### src/hw/rtl/wbmp_pkg.sv
// Shared constants, phase codes and types for the WBMP stream parser.
`timescale 1ns / 1ps

package wbmp_pkg;

  // Width in bits of the width and height values that the parser accepts.
  localparam int unsigned DIM_BITS = 16;

  // Pixels carried by one data byte.
  localparam int unsigned PIX_PER_BYTE = 8;

  // Parse phase codes.
  localparam logic [3:0] PH_TYPE   = 4'd0;
  localparam logic [3:0] PH_FIXHDR = 4'd1;
  localparam logic [3:0] PH_EXT0   = 4'd2;
  localparam logic [3:0] PH_PAIR   = 4'd3;
  localparam logic [3:0] PH_SKIP   = 4'd4;
  localparam logic [3:0] PH_WIDTH  = 4'd5;
  localparam logic [3:0] PH_HEIGHT = 4'd6;
  localparam logic [3:0] PH_PIXELS = 4'd7;
  localparam logic [3:0] PH_DONE   = 4'd8;
  localparam logic [3:0] PH_DRAIN  = 4'd9;

  // Extension header types in bits 6..5 of the fixed header byte.
  localparam logic [1:0] EXT_MBI  = 2'd0;
  localparam logic [1:0] EXT_PAIR = 2'd3;

  // Result kinds.
  localparam logic [1:0] KIND_PIXELS = 2'd0;
  localparam logic [1:0] KIND_HEADER = 2'd1;
  localparam logic [1:0] KIND_ERROR  = 2'd2;

  // Error codes.
  localparam logic [1:0] ERR_BAD_EXT   = 2'd0;
  localparam logic [1:0] ERR_LEVEL     = 2'd1;
  localparam logic [1:0] ERR_DIM       = 2'd2;
  localparam logic [1:0] ERR_TRUNCATED = 2'd3;

  // Parser state carried from one byte to the next.
  typedef struct packed {
    logic [3:0]          phase;
    logic [DIM_BITS-1:0] acc;
    logic                level_nz;
    logic [4:0]          skip;
    logic                more_pairs;
    logic [DIM_BITS-1:0] width;
    logic [DIM_BITS-1:0] height;
    logic [DIM_BITS-1:0] column;
    logic [DIM_BITS-1:0] row;
  } state_t;

  // One result item.
  typedef struct packed {
    logic [1:0]  result_kind;
    logic [7:0]  pixel_bits;
    logic [3:0]  pixel_count;
    logic        row_end;
    logic        image_end;
    logic [15:0] image_width;
    logic [15:0] image_height;
    logic [1:0]  error_code;
  } result_t;

endpackage

### src/hw/rtl/wbmp_if.sv
// Valid/ready channel interfaces for the WBMP byte input and the result output.
`timescale 1ns / 1ps

interface wbmp_in_if;
  logic       valid;
  logic       ready;
  logic [7:0] data_byte;
  logic       last_byte;

  modport source (output valid, output data_byte, output last_byte, input ready);
  modport sink   (input valid, input data_byte, input last_byte, output ready);
endinterface

interface wbmp_out_if;
  logic        valid;
  logic        ready;
  logic [1:0]  result_kind;
  logic [7:0]  pixel_bits;
  logic [3:0]  pixel_count;
  logic        row_end;
  logic        image_end;
  logic [15:0] image_width;
  logic [15:0] image_height;
  logic [1:0]  error_code;

  modport source (output valid, output result_kind, output pixel_bits,
                  output pixel_count, output row_end, output image_end,
                  output image_width, output image_height, output error_code,
                  input ready);
  modport sink   (input valid, input result_kind, input pixel_bits,
                  input pixel_count, input row_end, input image_end,
                  input image_width, input image_height, input error_code,
                  output ready);
endinterface

### src/hw/rtl/wbmp_step.sv
// Next-state and result logic of the WBMP parser for one input byte.
`timescale 1ns / 1ps

module wbmp_step (
  input  wbmp_pkg::state_t  cur,
  input  logic [7:0]        data_byte,
  input  logic              last_byte,
  output wbmp_pkg::state_t  nxt,
  output logic              have,
  output wbmp_pkg::result_t res
);

  localparam int unsigned D = wbmp_pkg::DIM_BITS;

  logic         err;
  logic [1:0]   err_code;
  logic         complete;
  logic [4:0]   pair_sum;
  logic [4:0]   skip_dec;
  logic [D-1:0] acc_new;
  logic [D-1:0] rem;
  logic [3:0]   cnt;
  logic [D-1:0] col_new;
  logic [D-1:0] row_new;

  // Datapath terms used by several phases.
  always_comb begin
    pair_sum = {2'b00, data_byte[6:4]} + {1'b0, data_byte[3:0]};
    skip_dec = (cur.skip != 5'd0) ? cur.skip - 5'd1 : 5'd0;
    acc_new  = {cur.acc[D-8:0], data_byte[6:0]};
    rem      = cur.width - cur.column;
    if (rem >= D'(wbmp_pkg::PIX_PER_BYTE)) begin
      cnt = 4'(wbmp_pkg::PIX_PER_BYTE);
    end else begin
      cnt = rem[3:0];
    end
    if (cnt == 4'd0) begin
      cnt = 4'd1;
    end
    col_new = cur.column + D'(cnt);
    row_new = cur.row + D'(1);
  end

  // Phase sequencing and result formation.
  always_comb begin
    nxt      = cur;
    res      = '0;
    have     = 1'b0;
    err      = 1'b0;
    err_code = wbmp_pkg::ERR_BAD_EXT;
    complete = 1'b0;

    case (cur.phase)
      wbmp_pkg::PH_TYPE: begin
        if (data_byte[6:0] != 7'd0) begin
          nxt.level_nz = 1'b1;
        end
        if (!data_byte[7]) begin
          nxt.phase = wbmp_pkg::PH_FIXHDR;
        end
      end
      wbmp_pkg::PH_FIXHDR: begin
        if (!data_byte[7]) begin
          nxt.phase = wbmp_pkg::PH_WIDTH;
        end else if (data_byte[6:5] == wbmp_pkg::EXT_MBI) begin
          nxt.phase = wbmp_pkg::PH_EXT0;
        end else if (data_byte[6:5] == wbmp_pkg::EXT_PAIR) begin
          nxt.phase = wbmp_pkg::PH_PAIR;
        end else begin
          err      = 1'b1;
          err_code = wbmp_pkg::ERR_BAD_EXT;
        end
      end
      wbmp_pkg::PH_EXT0: begin
        if (!data_byte[7]) begin
          nxt.phase = wbmp_pkg::PH_WIDTH;
        end
      end
      wbmp_pkg::PH_PAIR: begin
        nxt.skip       = pair_sum;
        nxt.more_pairs = data_byte[7];
        if (pair_sum == 5'd0) begin
          nxt.phase = data_byte[7] ? wbmp_pkg::PH_PAIR : wbmp_pkg::PH_WIDTH;
        end else begin
          nxt.phase = wbmp_pkg::PH_SKIP;
        end
      end
      wbmp_pkg::PH_SKIP: begin
        nxt.skip = skip_dec;
        if (skip_dec == 5'd0) begin
          nxt.phase = cur.more_pairs ? wbmp_pkg::PH_PAIR : wbmp_pkg::PH_WIDTH;
        end
      end
      wbmp_pkg::PH_WIDTH, wbmp_pkg::PH_HEIGHT: begin
        if (cur.acc[D-1:D-7] != 7'd0) begin
          // Another group would not fit in the dimension register.
          err      = 1'b1;
          err_code = wbmp_pkg::ERR_DIM;
        end else begin
          nxt.acc = acc_new;
          if (!data_byte[7]) begin
            nxt.acc = '0;
            if (cur.phase == wbmp_pkg::PH_WIDTH) begin
              nxt.width = acc_new;
              nxt.phase = wbmp_pkg::PH_HEIGHT;
            end else begin
              nxt.height = acc_new;
              if (cur.level_nz) begin
                err      = 1'b1;
                err_code = wbmp_pkg::ERR_LEVEL;
              end else begin
                res.result_kind  = wbmp_pkg::KIND_HEADER;
                res.image_width  = 16'(cur.width);
                res.image_height = 16'(acc_new);
                have             = 1'b1;
                nxt.column       = '0;
                nxt.row          = '0;
                if (cur.width == '0 || acc_new == '0) begin
                  // Empty image: no pixel bytes follow.
                  res.image_end = 1'b1;
                  complete      = 1'b1;
                  nxt.phase     = wbmp_pkg::PH_DONE;
                end else begin
                  nxt.phase = wbmp_pkg::PH_PIXELS;
                end
              end
            end
          end
        end
      end
      wbmp_pkg::PH_PIXELS: begin
        res.result_kind = wbmp_pkg::KIND_PIXELS;
        res.pixel_bits  = data_byte & (8'hFF << (4'd8 - cnt));
        res.pixel_count = cnt;
        have            = 1'b1;
        nxt.column      = col_new;
        if (col_new >= cur.width) begin
          res.row_end = 1'b1;
          nxt.column  = '0;
          nxt.row     = row_new;
          if (row_new >= cur.height) begin
            res.image_end = 1'b1;
            complete      = 1'b1;
            nxt.phase     = wbmp_pkg::PH_DONE;
          end
        end
      end
      wbmp_pkg::PH_DONE: begin
        nxt.phase = wbmp_pkg::PH_DONE;
      end
      default: begin
        nxt.phase = wbmp_pkg::PH_DRAIN;
      end
    endcase

    // An error replaces any other result and drains to the last byte.
    if (err) begin
      res             = '0;
      res.result_kind = wbmp_pkg::KIND_ERROR;
      res.error_code  = err_code;
      have            = 1'b1;
      nxt.phase       = wbmp_pkg::PH_DRAIN;
    end

    // The last byte ends the file; an unfinished image reports truncation.
    if (last_byte) begin
      if (!err && !complete && cur.phase <= wbmp_pkg::PH_PIXELS) begin
        res             = '0;
        res.result_kind = wbmp_pkg::KIND_ERROR;
        res.error_code  = wbmp_pkg::ERR_TRUNCATED;
        have            = 1'b1;
      end
      nxt       = '0;
      nxt.phase = wbmp_pkg::PH_TYPE;
    end
  end

endmodule

### src/hw/rtl/wbmp_stream_parser_unit.sv
// Top level of the WBMP stream parser: input register, parser state and result register.
`timescale 1ns / 1ps

// Channel   | Direction | Request
// ----------+-----------+--------------------------------------------------
// in_ch     | sink      | one file byte with a last-byte flag
// out_ch    | source    | pixel group, header dimensions or error
//
// The parser takes one byte per cycle while the result register can take its
// result; a byte's result, if it has one, passes the input register, then the result register.
// Parsing for each byte is a single pass of small logic on the parser state.
// Reset is synchronous and returns the parser to the type field.
// When the result register is full and not taken, the held byte waits in the
// input register and in_ch.ready drops once that register is occupied too.

module wbmp_stream_parser_unit (
  input  logic              clk,
  input  logic              rst_n,
  wbmp_in_if.sink           in_ch,
  wbmp_out_if.source        out_ch
);

  logic                 in_v_r;
  logic [7:0]           in_byte_r;
  logic                 in_last_r;
  wbmp_pkg::state_t     state_r;
  wbmp_pkg::state_t     state_nxt;
  logic                 out_v_r;
  wbmp_pkg::result_t    out_r;
  logic                 step_have;
  wbmp_pkg::result_t    step_res;
  logic                 advance;

  // The held byte is processed when the result register can take its result.
  assign advance     = in_v_r && (!out_v_r || out_ch.ready);
  assign in_ch.ready = !in_v_r || advance;

  wbmp_step u_step (
    .cur       (state_r),
    .data_byte (in_byte_r),
    .last_byte (in_last_r),
    .nxt       (state_nxt),
    .have      (step_have),
    .res       (step_res)
  );

  // Input register.
  always_ff @(posedge clk) begin
    if (!rst_n) begin
      in_v_r <= 1'b0;
    end else if (in_ch.ready) begin
      in_v_r <= in_ch.valid;
    end
  end

  always_ff @(posedge clk) begin
    if (in_ch.valid && in_ch.ready) begin
      in_byte_r <= in_ch.data_byte;
      in_last_r <= in_ch.last_byte;
    end
  end

  // Parser state.
  always_ff @(posedge clk) begin
    if (!rst_n) begin
      state_r       <= '0;
      state_r.phase <= wbmp_pkg::PH_TYPE;
    end else if (advance) begin
      state_r <= state_nxt;
    end
  end

  // Result register.
  always_ff @(posedge clk) begin
    if (!rst_n) begin
      out_v_r <= 1'b0;
    end else if (advance) begin
      out_v_r <= step_have;
    end else if (out_ch.ready) begin
      out_v_r <= 1'b0;
    end
  end

  always_ff @(posedge clk) begin
    if (advance && step_have) begin
      out_r <= step_res;
    end
  end

  assign out_ch.valid        = out_v_r;
  assign out_ch.result_kind  = out_r.result_kind;
  assign out_ch.pixel_bits   = out_r.pixel_bits;
  assign out_ch.pixel_count  = out_r.pixel_count;
  assign out_ch.row_end      = out_r.row_end;
  assign out_ch.image_end    = out_r.image_end;
  assign out_ch.image_width  = out_r.image_width;
  assign out_ch.image_height = out_r.image_height;
  assign out_ch.error_code   = out_r.error_code;

endmodule

### src/flat_wrapper.sv
// flat-port wrapper written by rule: the top's interface ports become plain ports
module wbmp_stream_parser_unit_flat 
  (clk, rst_n, in_ch_valid, in_ch_data_byte, in_ch_last_byte, in_ch_ready, out_ch_valid, out_ch_result_kind, out_ch_pixel_bits, out_ch_pixel_count, out_ch_row_end, out_ch_image_end, out_ch_image_width, out_ch_image_height, out_ch_error_code, out_ch_ready);
  wbmp_in_if in_ch_i ();
  wbmp_out_if out_ch_i ();
  input  logic clk;
  input  logic rst_n;
  input wire logic [$bits(in_ch_i.valid)-1:0] in_ch_valid;
  input wire logic [$bits(in_ch_i.data_byte)-1:0] in_ch_data_byte;
  input wire logic [$bits(in_ch_i.last_byte)-1:0] in_ch_last_byte;
  output wire logic [$bits(in_ch_i.ready)-1:0] in_ch_ready;
  output wire logic [$bits(out_ch_i.valid)-1:0] out_ch_valid;
  output wire logic [$bits(out_ch_i.result_kind)-1:0] out_ch_result_kind;
  output wire logic [$bits(out_ch_i.pixel_bits)-1:0] out_ch_pixel_bits;
  output wire logic [$bits(out_ch_i.pixel_count)-1:0] out_ch_pixel_count;
  output wire logic [$bits(out_ch_i.row_end)-1:0] out_ch_row_end;
  output wire logic [$bits(out_ch_i.image_end)-1:0] out_ch_image_end;
  output wire logic [$bits(out_ch_i.image_width)-1:0] out_ch_image_width;
  output wire logic [$bits(out_ch_i.image_height)-1:0] out_ch_image_height;
  output wire logic [$bits(out_ch_i.error_code)-1:0] out_ch_error_code;
  input wire logic [$bits(out_ch_i.ready)-1:0] out_ch_ready;
  assign in_ch_i.valid = in_ch_valid;
  assign in_ch_i.data_byte = in_ch_data_byte;
  assign in_ch_i.last_byte = in_ch_last_byte;
  assign in_ch_ready = in_ch_i.ready;
  assign out_ch_valid = out_ch_i.valid;
  assign out_ch_result_kind = out_ch_i.result_kind;
  assign out_ch_pixel_bits = out_ch_i.pixel_bits;
  assign out_ch_pixel_count = out_ch_i.pixel_count;
  assign out_ch_row_end = out_ch_i.row_end;
  assign out_ch_image_end = out_ch_i.image_end;
  assign out_ch_image_width = out_ch_i.image_width;
  assign out_ch_image_height = out_ch_i.image_height;
  assign out_ch_error_code = out_ch_i.error_code;
  assign out_ch_i.ready = out_ch_ready;
  wbmp_stream_parser_unit u_core (.clk(clk), .rst_n(rst_n), .in_ch(in_ch_i), .out_ch(out_ch_i));
endmodule
### config.mk
export PLATFORM = sky130hd
export DESIGN_NAME = wbmp_stream_parser_unit_flat
export DESIGN_NICKNAME = d
export VERILOG_FILES = /design/src/hw/rtl/wbmp_pkg.sv /design/src/hw/rtl/wbmp_if.sv /design/src/hw/rtl/wbmp_step.sv /design/src/hw/rtl/wbmp_stream_parser_unit.sv /design/src/flat_wrapper.sv
export SDC_FILE = /design/constraint.sdc
export NUM_CORES = 1
export LEC_CHECK = 0
export BUFFER_PORTS_ARGS = -buffer_cell sky130_fd_sc_hd__buf_2
export CORE_MARGIN = 2
export CORE_UTILIZATION = 60
export DETAILED_ROUTE_END_ITERATION = 10
export GPL_TIMING_DRIVEN = 0
export MAX_ROUTING_LAYER = met4
export PLACE_DENSITY_LB_ADDON = 0.12
export SLEW_MARGIN = 25
export SYNTH_ARGS = -nofsm -noshare
export SYNTH_HDL_FRONTEND = slang
export SYNTH_SLANG_ARGS = --single-unit
### constraint.sdc
create_clock -name clk -period 6.55 [get_ports clk]
set_input_delay 1.965 -clock clk [delete_from_list [all_inputs] [get_ports clk]]
set_output_delay 1.965 -clock clk [all_outputs]
set_load 0.01 [all_outputs]
==> results by group, run 1 <==
Worst hold path
  • HP Class: flip-flop to flip-flop

Detailed routing
  • # DRC: 0
  • Top Metal Used: met4
  • DR vias: slightly below 8000
  • Iter 0 DRT Violations: ~650
  • Drt wl/cell: between 15 and 20 µm
  • Final ANT Viol Nets: 0
  • DR pass1 iterations: 7
  • Met3 wire length: roughly 1600 µm
  • Final wirelength: 23410 µm
  • Via/cell ratio: 6.106
  • DRT met1 WL: 9812 µm
  • Met2 WL: between 10000 and 15000 µm

Critical path
  • Worst R2R End: u_core.out_ch.image_width[10]
  • Crit start category: flip-flop
  • Crit-path max FO: 10
  • CP startpoint: u_core.state_r[48]
  • Worst endpoint required time: 6.81 ns
  • Critical path capture point type: flip-flop
  • Arrival time worst endpoint: roughly 6.6 ns
  • Critical R2R Launch: u_core.state_r[48]
  • Kind of critical path: flip-flop to flip-flop
  • R2R Setup Slk: approximately 0.16 ns
  • Capture point of the worst path: u_core.out_ch.image_width[10]
  • Reg2Reg Depth: 27

Run status
  • Status: complete, no violations

Global route
  • GRT Total Usage: 0.3074
  • Initial antenna violation count: 0
  • Vias in the first global route: between 7000 and 8000
  • Global-route wire length before repair: between 30000 and 40000 µm
  • Largest net degree at the start of global routing: 21
  • Grt total ovfl: 0

Floorplan
  • Cell row count: 44
  • Initial Util: 0.6077
  • Boundary Pins: 65
  • Core area: 0.01437 mm²
  • Die Y: approximately 120 µm
  • DIE AREA: 0.01554 mm²
  • Die width: between 100 and 150 µm

Synthesis
  • Async SR Flop Fraction: 0
  • Synth Flop Type: dfxtp_1
  • Synth Net Count: roughly 1000
  • Mean Syn Cell Area: 9.011 µm²
  • Area leader, netlist: dfxtp_1
  • EDFF count, synth: between 50 and 60
  • Seq/Total Area, Yosys: 0.4161
  • Yosys cell types: 78
  • Top cell type's share of synthesized area: 0.2132
  • Mapped cell area: 0.008732 mm²
  • Most frequent cell after synthesis: dfxtp_1
  • Ys Warns: 0
  • Register bit total from synthesis: ~150
  • Cells after synthesis: just under 1000
  • Synth area leaders: dfxtp_1 21%, edfxtp_1 20%, ha_1 8.9%
  • Top post-synthesis cells by count: 93 x dfxtp_1, 83 x nor2_1, 73 x a21oi_1, 73 x nand2_1

Timing
  • Max-slew violations: 0
  • Min cycle time layout: about 6.4 ns
  • Max Freq: approximately 160 MHz
  • RSZ-0062 raised after global routing: true
  • Setup violators final: 0
  • Period utilization: 0.9752
  • Final hold violations: 0
  • Max_slew headroom: 0.2974
  • Worst slew pin tran: 1.045 ns
  • Clk_skew: just over 0.009 ns

CTS
  • Clk sinks: ~150
  • H-tree lvl count: 4
  • CTS root buffer: clkbuf_16
  • CTS Buffer Depth: 2
  • Reg clk slew, reported paths: 0.07 ns
  • CTS tree: built
  • TritonCTS Buffers: 17
  • Clk_lat worst skew: between 0.4 and 0.5 ns

Cells and area
  • Final core occ: 0.7280
  • # nets final: between 1000 and 1500
  • Fraction of layout cells with a size suffix above 1: 0.1765
  • N_diodes: 0
  • Synth-to-Final Area Change: 19.79%
  • Design Area, Final: around 0.010 mm²

Power
  • Worst ir drop on vdd: between 150 and 200 µV
  • Logic pwr share: 0.095
  • Internal power: between 1.5 and 2 mW
  • Sw frac: 0.2432
  • Flop pwr share: 0.437
  • P per Cell Area: approximately 220 mW/mm²
  • Switch Pwr: between 500 and 600 µW
  • Static leakage: about 4.0 nW
  • Clk network pwr share: 0.468

Placement
  • Placed cell areas: 0.009368 mm²
  • HPWL after DPL: roughly 16000 µm
  • PortBufs: between 60 and 70
  • RD Place Congestion: 0.9343

Job
  • Max Cap Viol: 0
-- cells in the final DEF, fill, tap and decap left out, types with 4 or more instances in the layout --
cell type,netlist,layout
a21o_1,7,7
xor2_1,10,9
nor2b_1,8,8
nor3_2,2,16
nor3_1,45,28
nand4b_1,4,4
inv_1,62,61
o21ai_1,9,8
clkinv_4,0,4
edfxtp_1,59,59
xnor2_1,26,26
dfxtp_1,93,91
and2_1,19,19
nor4b_1,4,4
o31ai_1,5,5
nand2b_1,17,17
nor4_1,13,12
nor3b_1,5,5
o21ai_0,22,22
buf_4,1,22
buf_2,10,70
clkbuf_1,28,28
nand3_1,62,61
a22oi_1,37,37
nand4_1,16,16
o211ai_1,9,9
nand2_1,73,73
and3_1,8,8
nor2_1,83,82
or3b_1,4,4
a211oi_1,13,11
ha_1,62,61
mux2i_1,4,4
clkbuf_16,0,21
a21oi_1,73,70
-- worst max-delay path, stage by stage (launching register included) --
cell and delay, ns:
dfxtp_1 0.36, inv_2 0.10, ha_1 0.16, inv_1 0.06, fa_2 0.41, a211oi_2 0.23
nor2_1 0.09, mux2i_1 0.14, nor4_1 0.30, nand4_1 0.24, or4_4 0.61, nor3_4 0.24
ha_1 0.18, a21oi_2 0.07, o211ai_1 0.30, nand4_1 0.22, nor3_2 0.24, xor2_1 0.27
ha_1 0.21, nand2_1 0.11, a2111oi_4 0.27, buf_4 0.21, o211ai_4 0.12, a211oi_4 0.32
a21oi_2 0.13, or2_4 0.29, buf_6 0.16, nor3_1 0.17
-- cell type report --
class                   instances  area (µm²)
flip-flops and latches        152        3636
clock inverters                10       125.1
well taps                     184       230.2
fillers                      1115        3909
repair buffers                 87       540.5
plain buffers                  42       198.9
inverters                      64       240.2
clock buffers                  22       539.3
multi-input cells             711        4950
-- per-layer routing --
layer,up-vias,track usage
met5,-,-
met4,0,0.1249
met3,66,0.05928
met2,289,0.4854
met1,3665,0.3912
li1,3747,-
-- worst min-delay path by stage --
stage	startpoint	endpoint	slack, ns	cells past startpoint
global route	u_core.state_r[86]	u_core.state_r[86]	0.48	2
CTS	u_core.state_r[86]	u_core.state_r[86]	0.46	2
global placement	u_core.state_r[86]	u_core.state_r[86]	0.44	2
finish	u_core.state_r[86]	u_core.state_r[86]	0.46	2
detailed placement	u_core.state_r[86]	u_core.state_r[86]	0.45	2
floorplan	u_core.state_r[81]	u_core.state_r[81]	0.43	2
-- cells by family after synthesis --
kind of cell	count (synthesis)	share of synthesized area
AND/OR/NAND/NOR	385	0.2264
AO/OA/AOI/OAI	218	0.1684
flip-flops	152	0.4161
buffers and inverters	106	0.04829
adder cells (fa/ha/maj)	65	0.09572
XOR/XNOR	37	0.03797
multiplexers	6	0.007164
-- flip-flops by register name, summed over array words and instances (netlist names) --
register,flops
u_core.state_r,91
u_core.out_ch.result_kind,2
u_core.in_last_r,1
u_core.out_ch.pixel_bits,8
u_core.in_byte_r,8
u_core.out_ch.valid,1
u_core.in_v_r,1
u_core.out_ch.image_width,16
u_core.out_ch.error_code,2
u_core.out_ch.image_end,1
u_core.out_ch.pixel_count,4
u_core.out_ch.row_end,1
u_core.out_ch.image_height,16
-- what timing repair did --
item | CTS | global route
setup endpoints to repair | 86 | 86
hold buffers | 0 | 0
setup buffers | 5 | 15
gates resized for setup | 19 | 40
pin swaps | 7 | 22
hold endpoints to repair | 0 | 0
-- power by group through the flow --
stage	Sequential (mW)	Combinational, mW	Clock, mW
3_3_place_gp	1.03	0.172	0
2_1_floorplan	1.02	0.121	0
4_1_cts	1.01	0.195	1.09
5_1_grt	1.01	0.238	1.13
6_report	1.01	0.220	1.08
3_5_place_dp	1.03	0.179	0
-- per-stage QoR --
stage,setup TNS [ns],setup WS [ns],hold slack [ns],power [mW],cells
6_report,0,0.1626,0.4582,2.304,1272
3_3_place_gp,-65.80,-0.8836,0.4404,1.200,1217
2_1_floorplan,0,0.5256,0.4316,1.145,969
5_1_grt,-1.347,-0.09312,0.4788,2.377,1272
4_1_cts,-0.009020,-0.009020,0.4561,2.287,1257
3_5_place_dp,-60.81,-0.9881,0.4467,1.205,1220
Note: power is estimated with default switching activity, not from simulation.
==> run 2, diff against run 1 <==
--- a/config.mk
+++ b/config.mk
@@ -12,6 +12,7 @@
 export GPL_TIMING_DRIVEN = 0
 export MAX_ROUTING_LAYER = met4
 export PLACE_DENSITY_LB_ADDON = 0.12
+export SETUP_SLACK_MARGIN = 0.3
 export SLEW_MARGIN = 25
 export SYNTH_ARGS = -nofsm -noshare
 export SYNTH_HDL_FRONTEND = slang
==> run 2 against run 1 <==
Net effect: worst setup slack gained 0.11 ns; count of clock-buffer cells in the layout stayed put; clock skew is 0.0012 ns higher; die area did not move; sequential share of layout area decreased by 1.0 points; worst hold slack better by 0.00053 ns; combinational power grew 11%; via count grew 2.4%; first-iteration DRC count increased by 5.5%; largest power group unchanged; highest routed layer unchanged.
==> results by group, run 2 (synthesis gave the netlist of run 1 again) <==
Critical path
  • Slowest cell on the critical path: or4_4
  • Arrival time worst endpoint: 6.54 ns (-0.10 ns)
  • Critical R2R Launch: u_core.state_r[20]
  • Capture point of the worst path: u_core.out_ch.image_width[6]
  • CP top delay family: compound AO/OA/AOI/OAI gates
  • Critical path depth: 26 (-3.7%)
  • Crit-path max FO: 7 (-3)
  • Buffers plus inverters on the worst setup path: 4 (unchanged)
  • Reg2Reg Depth: 26 (-3.7%)
  • Worst R2R End: u_core.out_ch.image_width[6]
  • Critical path capture point type: flip-flop
  • Max stage delay on crit path: 0.60 ns (about the same)
  • Kind of critical path: flip-flop to flip-flop
  • R2R Setup Slk: 0.27 ns (+0.11 ns)
  • Crit start category: flip-flop
  • CP startpoint: u_core.state_r[20]
  • Worst endpoint required time: 6.81 ns (about the same)

Detailed routing
  • Final ANT Viol Nets: 0 (unchanged)
  • Final wirelength: 24570 µm (+4.9%)
  • DR pass1 iterations: 6 (-1)
  • Drt wl/cell: 19.13 µm (+3.9%)
  • # DRC: 0 (unchanged)
  • DR vias: 7954 (+2.4%)
  • Via/cell ratio: 6.195 (+1.5%)
  • Iter 0 DRT Violations: 689 (+5.5%)

Worst hold path
  • Hold depth: 2 (unchanged)
  • HP Class: flip-flop to flip-flop

Floorplan
  • Core area: 0.01437 mm² (unchanged)
  • Cell row count: 44 (unchanged)
  • DIE AREA: 0.01554 mm² (unchanged)
  • Die width: 124.6 µm (unchanged)
  • Initial Util: 0.6077 (unchanged)
  • Die Y: 124.6 µm (unchanged)
  • Boundary Pins: 65 (unchanged)

Global route
  • Largest net degree at the start of global routing: 21 (unchanged)
  • Initial antenna violation count: 0 (unchanged)
  • Grt total ovfl: 0 (unchanged)
  • GR Util met2: 0.4989 (+0.01350)
  • Met1 usage in global routing: 0.3906 (-0.0006060)
  • GRT Total Usage: 0.3118 (+0.004372)
  • Met3 Use GR: 0.06229 (+0.003007)
  • Global-route wire length before repair: 37540 µm (+1.3%)
  • Vias in the first global route: 7391 (+1.9%)
  • GRT busiest layer: met2

Placement
  • HPWL after DPL: 16460 µm (unchanged)
  • RD Place Congestion: 0.9343 (unchanged)
  • Placed cells: 1220 (unchanged)
  • PortBufs: 64 (unchanged)

Cells and area
  • Layout Cells excl Fill: 1284 (+0.94%)
  • Most common cell after layout, fill and taps aside: dfxtp_1
  • Synth-to-Final Area Change: 23.97%
  • Max reg flops: 91 (unchanged)
  • Fraction of layout cells with a size suffix above 1: 0.2209 (+0.04444)
  • Fillcell total: 1030 (-7.6%)
  • Most frequent cells in the layout: 84 x dfxtp_1, 82 x nor2_1, 71 x nand2_1
  • N_diodes: 0 (unchanged)
  • # nets final: 1165 (+1.0%)
  • Largest Register: u_core.state_r

CTS
  • CTS root buffer: clkbuf_16
  • Clk_lat worst skew: 0.43 ns (about the same)
  • H-tree lvl count: 4 (unchanged)
  • CTS tree: built
  • Reg clk slew, reported paths: 0.06 ns (about the same)
  • Clk sinks: 152 (unchanged)
  • TritonCTS Buffers: 17 (unchanged)
  • CTS Buffer Depth: 2 (unchanged)

Timing
  • Final hold violations: 0 (unchanged)
  • Period utilization: 0.9590 (-0.01615)
  • RSZ-0062 raised after global routing: true
  • Setup violators final: 0 (unchanged)
  • Max_slew headroom: 0.3013 (+0.003966)
  • Min cycle time layout: 6.282 ns (-0.1058 ns)
  • Max-slew violations: 0 (unchanged)
  • Clk_skew: 0.01032 ns (+0.001171 ns)
  • Worst slew pin tran: 1.039 ns (-0.005899 ns)
  • Max Freq: 159.2 MHz (+1.7%)

Power
  • Static leakage: 4.103 nW (+3.3%)
  • Tot Pwr: 2.329 mW (+1.1%)
  • P per Cell Area: 215.2 mW/mm² (-2.3%)
  • Worst ir drop on vdd: 175.1 µV (-0.78%)

Run status
  • Status: complete, no violations

Job
  • Max Cap Viol: 0 (unchanged)
-- run 2: changes by cell type in the layout (fill, tap and decap cells not counted), sizes merged --
| cell | previous run | this run |
|---|---|---|
| buf | 100 | 113 |
| clkinvlp | 1 | 2 |
| inv | 64 | 63 |
| clkbuf | 51 | 50 |
-- run 2: worst min path at each step --
| stage | from | to |
|---|---|---|
| floorplan | u_core.state_r[81] | u_core.state_r[81] |
| global placement | u_core.state_r[86] | u_core.state_r[86] |
| detailed placement | u_core.state_r[86] | u_core.state_r[86] |
| CTS | u_core.state_r[86] | u_core.state_r[86] |
| global route | u_core.state_r[86] | u_core.state_r[86] |
| finish | u_core.state_r[86] | u_core.state_r[86] |
-- run 2: cell type report --
type | instances | area [µm²] | area share
clock inverters | 10 | 125.1 | 0.01156
clock buffers | 22 | 539.3 | 0.04981
inverters | 64 | 246.5 | 0.02277
flip-flops and latches | 152 | 3650 | 0.3371
well taps | 184 | 230.2 | 0.02127
repair buffers | 99 | 655.6 | 0.06056
plain buffers | 42 | 219.0 | 0.02023
multi-input cells | 711 | 5160 | 0.4767
-- run 2: where the power goes --
group | total [mW] | leakage, nW | switching (mW) | internal (mW)
Clock | 1.08 | 0.324 | 0.413 | 0.667
Sequential | 1.01 | 1.34 | 0.0143 | 0.991
Combinational | 0.244 | 2.43 | 0.145 | 0.0991
Total | 2.33 | 4.10 | 0.572 | 1.76
-- run 2: timing repair --
| item | CTS | global route |
|---|---|---|
| pin swaps | 19 | 45 |
| gates cloned | 0 | 1 |
| gates resized for setup | 37 | 80 |
| setup buffers | 16 | 15 |
| endpoints found under the setup margin | 86 | 85 |
| hold buffers | 0 | 0 |
-- run 2: per-stage QoR --
step                hold slack (ns)  utilization  setup WS (ns)  setup TNS (ns)  cell area [µm²]
finish                       0.4587       0.7534         0.2683               0            10830
global route                 0.4788       0.7534       -0.06840         -0.2276            10830
CTS                          0.4561       0.7206         0.3218               0            10350
detailed placement           0.4467       0.6520        -0.9881          -60.81             9368
global placement             0.4404       0.6460        -0.8836          -65.80             9283
floorplan                    0.4316            -         0.5256               0             8732
-- run 2: metal layers --
layer  share of wire  vias up
li1                -     3774
met1            0.42     3760
met2            0.49      341
met3           0.063       79
met4           0.034        0
met5               0        -
-- run 2: worst reg2reg max path, cell delays in order (launching register included) --
cell and delay [ns]:
dfxtp_2 0.42, clkinvlp_4 0.13, ha_2 0.25, a21oi_1 0.19, o221ai_1 0.16, a2111oi_2 0.42
o211a_1 0.20, nand4_1 0.15, or4_4 0.60, nor3_4 0.23, buf_6 0.13, fa_2 0.20
a21o_1 0.16, a21oi_4 0.10, nor4_4 0.34, nand3_2 0.14, xnor2_2 0.18, ha_1 0.30
nand2_2 0.08, a2111oi_4 0.31, buf_4 0.21, o211ai_4 0.12, a211oi_4 0.35, a21oi_4 0.11
or2_4 0.32, buf_12 0.15, nor3_4 0.19
==> run 3, diff against run 2 <==
--- a/config.mk
+++ b/config.mk
@@ -12,6 +12,7 @@
 export GPL_TIMING_DRIVEN = 0
 export MAX_ROUTING_LAYER = met4
 export PLACE_DENSITY_LB_ADDON = 0.12
+export REMOVE_ABC_BUFFERS = 1
 export SETUP_SLACK_MARGIN = 0.3
 export SLEW_MARGIN = 25
 export SYNTH_ARGS = -nofsm -noshare
==> run 3 against run 2 <==
Net effect: utilization fell by 2.2 points; worst setup slack worse by 0.083 ns; combinational power down 11%; clock skew decreased by 0.0037 ns; sequential power about the same.
==> results by group, run 3 (synthesis gave the netlist of run 1 again) <==
Run status
  • Status: complete, no violations

Timing
  • RSZ-0062 raised after global routing: true
  • Min cycle time layout: 6.364 ns (+0.08255 ns)
  • Setup violators final: 0 (unchanged)
  • Final hold violations: 0 (unchanged)
  • Worst slew pin tran: 0.8785 ns (-0.1606 ns)
  • Max Freq: 157.1 MHz (-1.3%)
  • Hold slack final: 0.4529 ns (-0.005837 ns)
  • Max_slew headroom: 0.3992 (+0.09784)
  • Period utilization: 0.9716 (+0.01260)
  • Clk_skew: 0.006567 ns (-0.003749 ns)
  • Max-slew violations: 0 (unchanged)

Floorplan
  • Die width: 124.6 µm (unchanged)
  • Die Y: 124.6 µm (unchanged)
  • Initial Util: 0.6077 (unchanged)
  • DIE AREA: 0.01554 mm² (unchanged)
  • Cell row count: 44 (unchanged)
  • Core area: 0.01437 mm² (unchanged)
  • Boundary Pins: 65 (unchanged)

Placement
  • Placed cell areas: 0.009214 mm² (-1.6%)
  • RD Place Congestion: 0.9045 (-3.2%)
  • PortBufs: 64 (unchanged)
  • HPWL after DPL: 14820 µm (-10%)
  • Placed cells: 1179 (-3.4%)

Critical path
  • R2R Setup Slk: 0.19 ns (-0.08 ns)
  • Worst R2R End: u_core.out_ch.image_width[12]
  • CP startpoint: u_core.state_r[48]
  • Worst endpoint required time: 6.79 ns (-0.02 ns)
  • Crit-path max FO: 6 (-1)
  • Reg2Reg Depth: 28 (+7.7%)
  • Capture point of the worst path: u_core.out_ch.image_width[12]
  • Arrival time worst endpoint: 6.60 ns (+0.06 ns)
  • Buffers plus inverters on the worst setup path: 5 (+1)
  • Critical path capture point type: flip-flop
  • CP top delay family: simple AND/OR/NAND/NOR gates
  • Critical path depth: 28 (+7.7%)
  • Crit start category: flip-flop
  • Slowest cell on the critical path: or4_4
  • Critical R2R Launch: u_core.state_r[48]
  • Max stage delay on crit path: 0.56 ns (-0.04 ns)
  • Kind of critical path: flip-flop to flip-flop

CTS
  • Clk sinks: 152 (unchanged)
  • H-tree lvl count: 4 (unchanged)
  • CTS root buffer: clkbuf_16
  • Reg clk slew, reported paths: 0.07 ns (about the same)
  • Clk_lat worst skew: 0.43 ns (about the same)
  • CTS Buffer Depth: 2 (unchanged)
  • CTS tree: built
  • TritonCTS Buffers: 17 (unchanged)

Global route
  • Initial antenna violation count: 0 (unchanged)
  • GRT Total Usage: 0.2885 (-0.02330)
  • Global-route wire length before repair: 35380 µm (-5.7%)
  • Largest net degree at the start of global routing: 88 (+320%)
  • Grt total ovfl: 0 (unchanged)
  • Vias in the first global route: 7096 (-4.0%)

Cells and area
  • Largest Register: u_core.state_r
  • # nets final: 1122 (-3.7%)
  • N_diodes: 0 (unchanged)
  • Fraction of layout cells with a size suffix above 1: 0.2204 (-0.0004739)
  • Most frequent cells in the layout: 83 x dfxtp_1, 78 x nor2_1, 70 x nand2_1, 70 x a21oi_1, 64 x buf_2
  • Max reg flops: 91 (unchanged)
  • Synth-to-Final Area Change: 20.40%
  • Fillcell total: 1078 (+4.7%)
  • Layout Cells excl Fill: 1241 (-3.3%)
  • Most common cell after layout, fill and taps aside: dfxtp_1
  • Design Area, Final: 0.01051 mm² (-2.9%)

Power
  • Static leakage: 3.995 nW (-2.6%)
  • Worst ir drop on vdd: 128.1 µV (-27%)
  • Tot Pwr: 2.131 mW (-8.5%)
  • P per Cell Area: 202.7 mW/mm² (-5.8%)

Detailed routing
  • # DRC: 0 (unchanged)
  • Final wirelength: 23020 µm (-6.3%)
  • DR pass1 iterations: 5 (-1)
  • DR vias: 7790 (-2.1%)
  • Via/cell ratio: 6.277 (+1.3%)
  • Final ANT Viol Nets: 0 (unchanged)
  • Drt wl/cell: 18.55 µm (-3.1%)
  • Iter 0 DRT Violations: 729 (+5.8%)

Job
  • Max Cap Viol: 0 (unchanged)

Worst hold path
  • HP Class: flip-flop to flip-flop
-- run 3: timing repair --
action,4_1_cts,5_1_grt
hold buffers,0,0
endpoints found under the setup margin,86,86
pin swaps,17,42
setup buffers,14,13
gates cloned,2,1
resized for setup,35,76
-- run 3: worst min-delay path: cells and delay by family (launching register included) --
kind	cells	cell delay, ns
flops	1	0.31
simple gates	1	0.05
compound gates	1	0.05
-- run 3: final cells by class --
| cell class | instances | area (µm²) | area share |
|---|---|---|---|
| Clock buffer | 17 | 425.4 | 0.04046 |
| Clock inverter | 15 | 117.6 | 0.01119 |
| Inverter | 64 | 247.7 | 0.02356 |
| Multi-Input combinational cell | 714 | 5207 | 0.4953 |
| Sequential cell | 152 | 3649 | 0.3470 |
| Tap cell | 184 | 230.2 | 0.02190 |
| Timing Repair Buffer | 95 | 636.9 | 0.06057 |
-- run 3: power breakdown --
group	internal (mW)	switching, mW	total [mW]
clock	0.491	0.414	0.905
combinational	0.0857	0.131	0.216
sequential	0.992	0.0184	1.01
total	1.57	0.563	2.13
-- run 3: per-stage QoR --
stage / util / setup WS [ns] / setup TNS [ns]
global route: 0.7317 / 0.01345 / 0
global placement: 0.6334 / -0.9640 / -60.51
detailed placement: 0.6412 / -0.9833 / -64.12
floorplan: - / 0.4607 / 0
CTS: 0.7000 / 0.3090 / 0
finish: 0.7317 / 0.1858 / 0
-- run 3: how the worst min path moves through the flow --
stage	from	endpoint	slack [ns]	cells past startpoint
2_1_floorplan	u_core.state_r[81]	u_core.state_r[81]	0.43	2
3_3_place_gp	u_core.state_r[81]	u_core.state_r[81]	0.44	2
3_5_place_dp	u_core.state_r[80]	u_core.state_r[80]	0.45	2
4_1_cts	u_core.state_r[80]	u_core.state_r[80]	0.45	2
5_1_grt	u_core.state_r[81]	u_core.state_r[81]	0.48	2
6_report	u_core.state_r[80]	u_core.state_r[80]	0.45	2
-- run 3: metal layers --
layer | global-route usage | up-vias | share of wire
met5 | - | - | 0
met4 | 0.09650 | 0 | 0.028
met3 | 0.04639 | 54 | 0.056
met2 | 0.4712 | 292 | 0.50
met1 | 0.3681 | 3752 | 0.42
li1 | - | 3692 | -
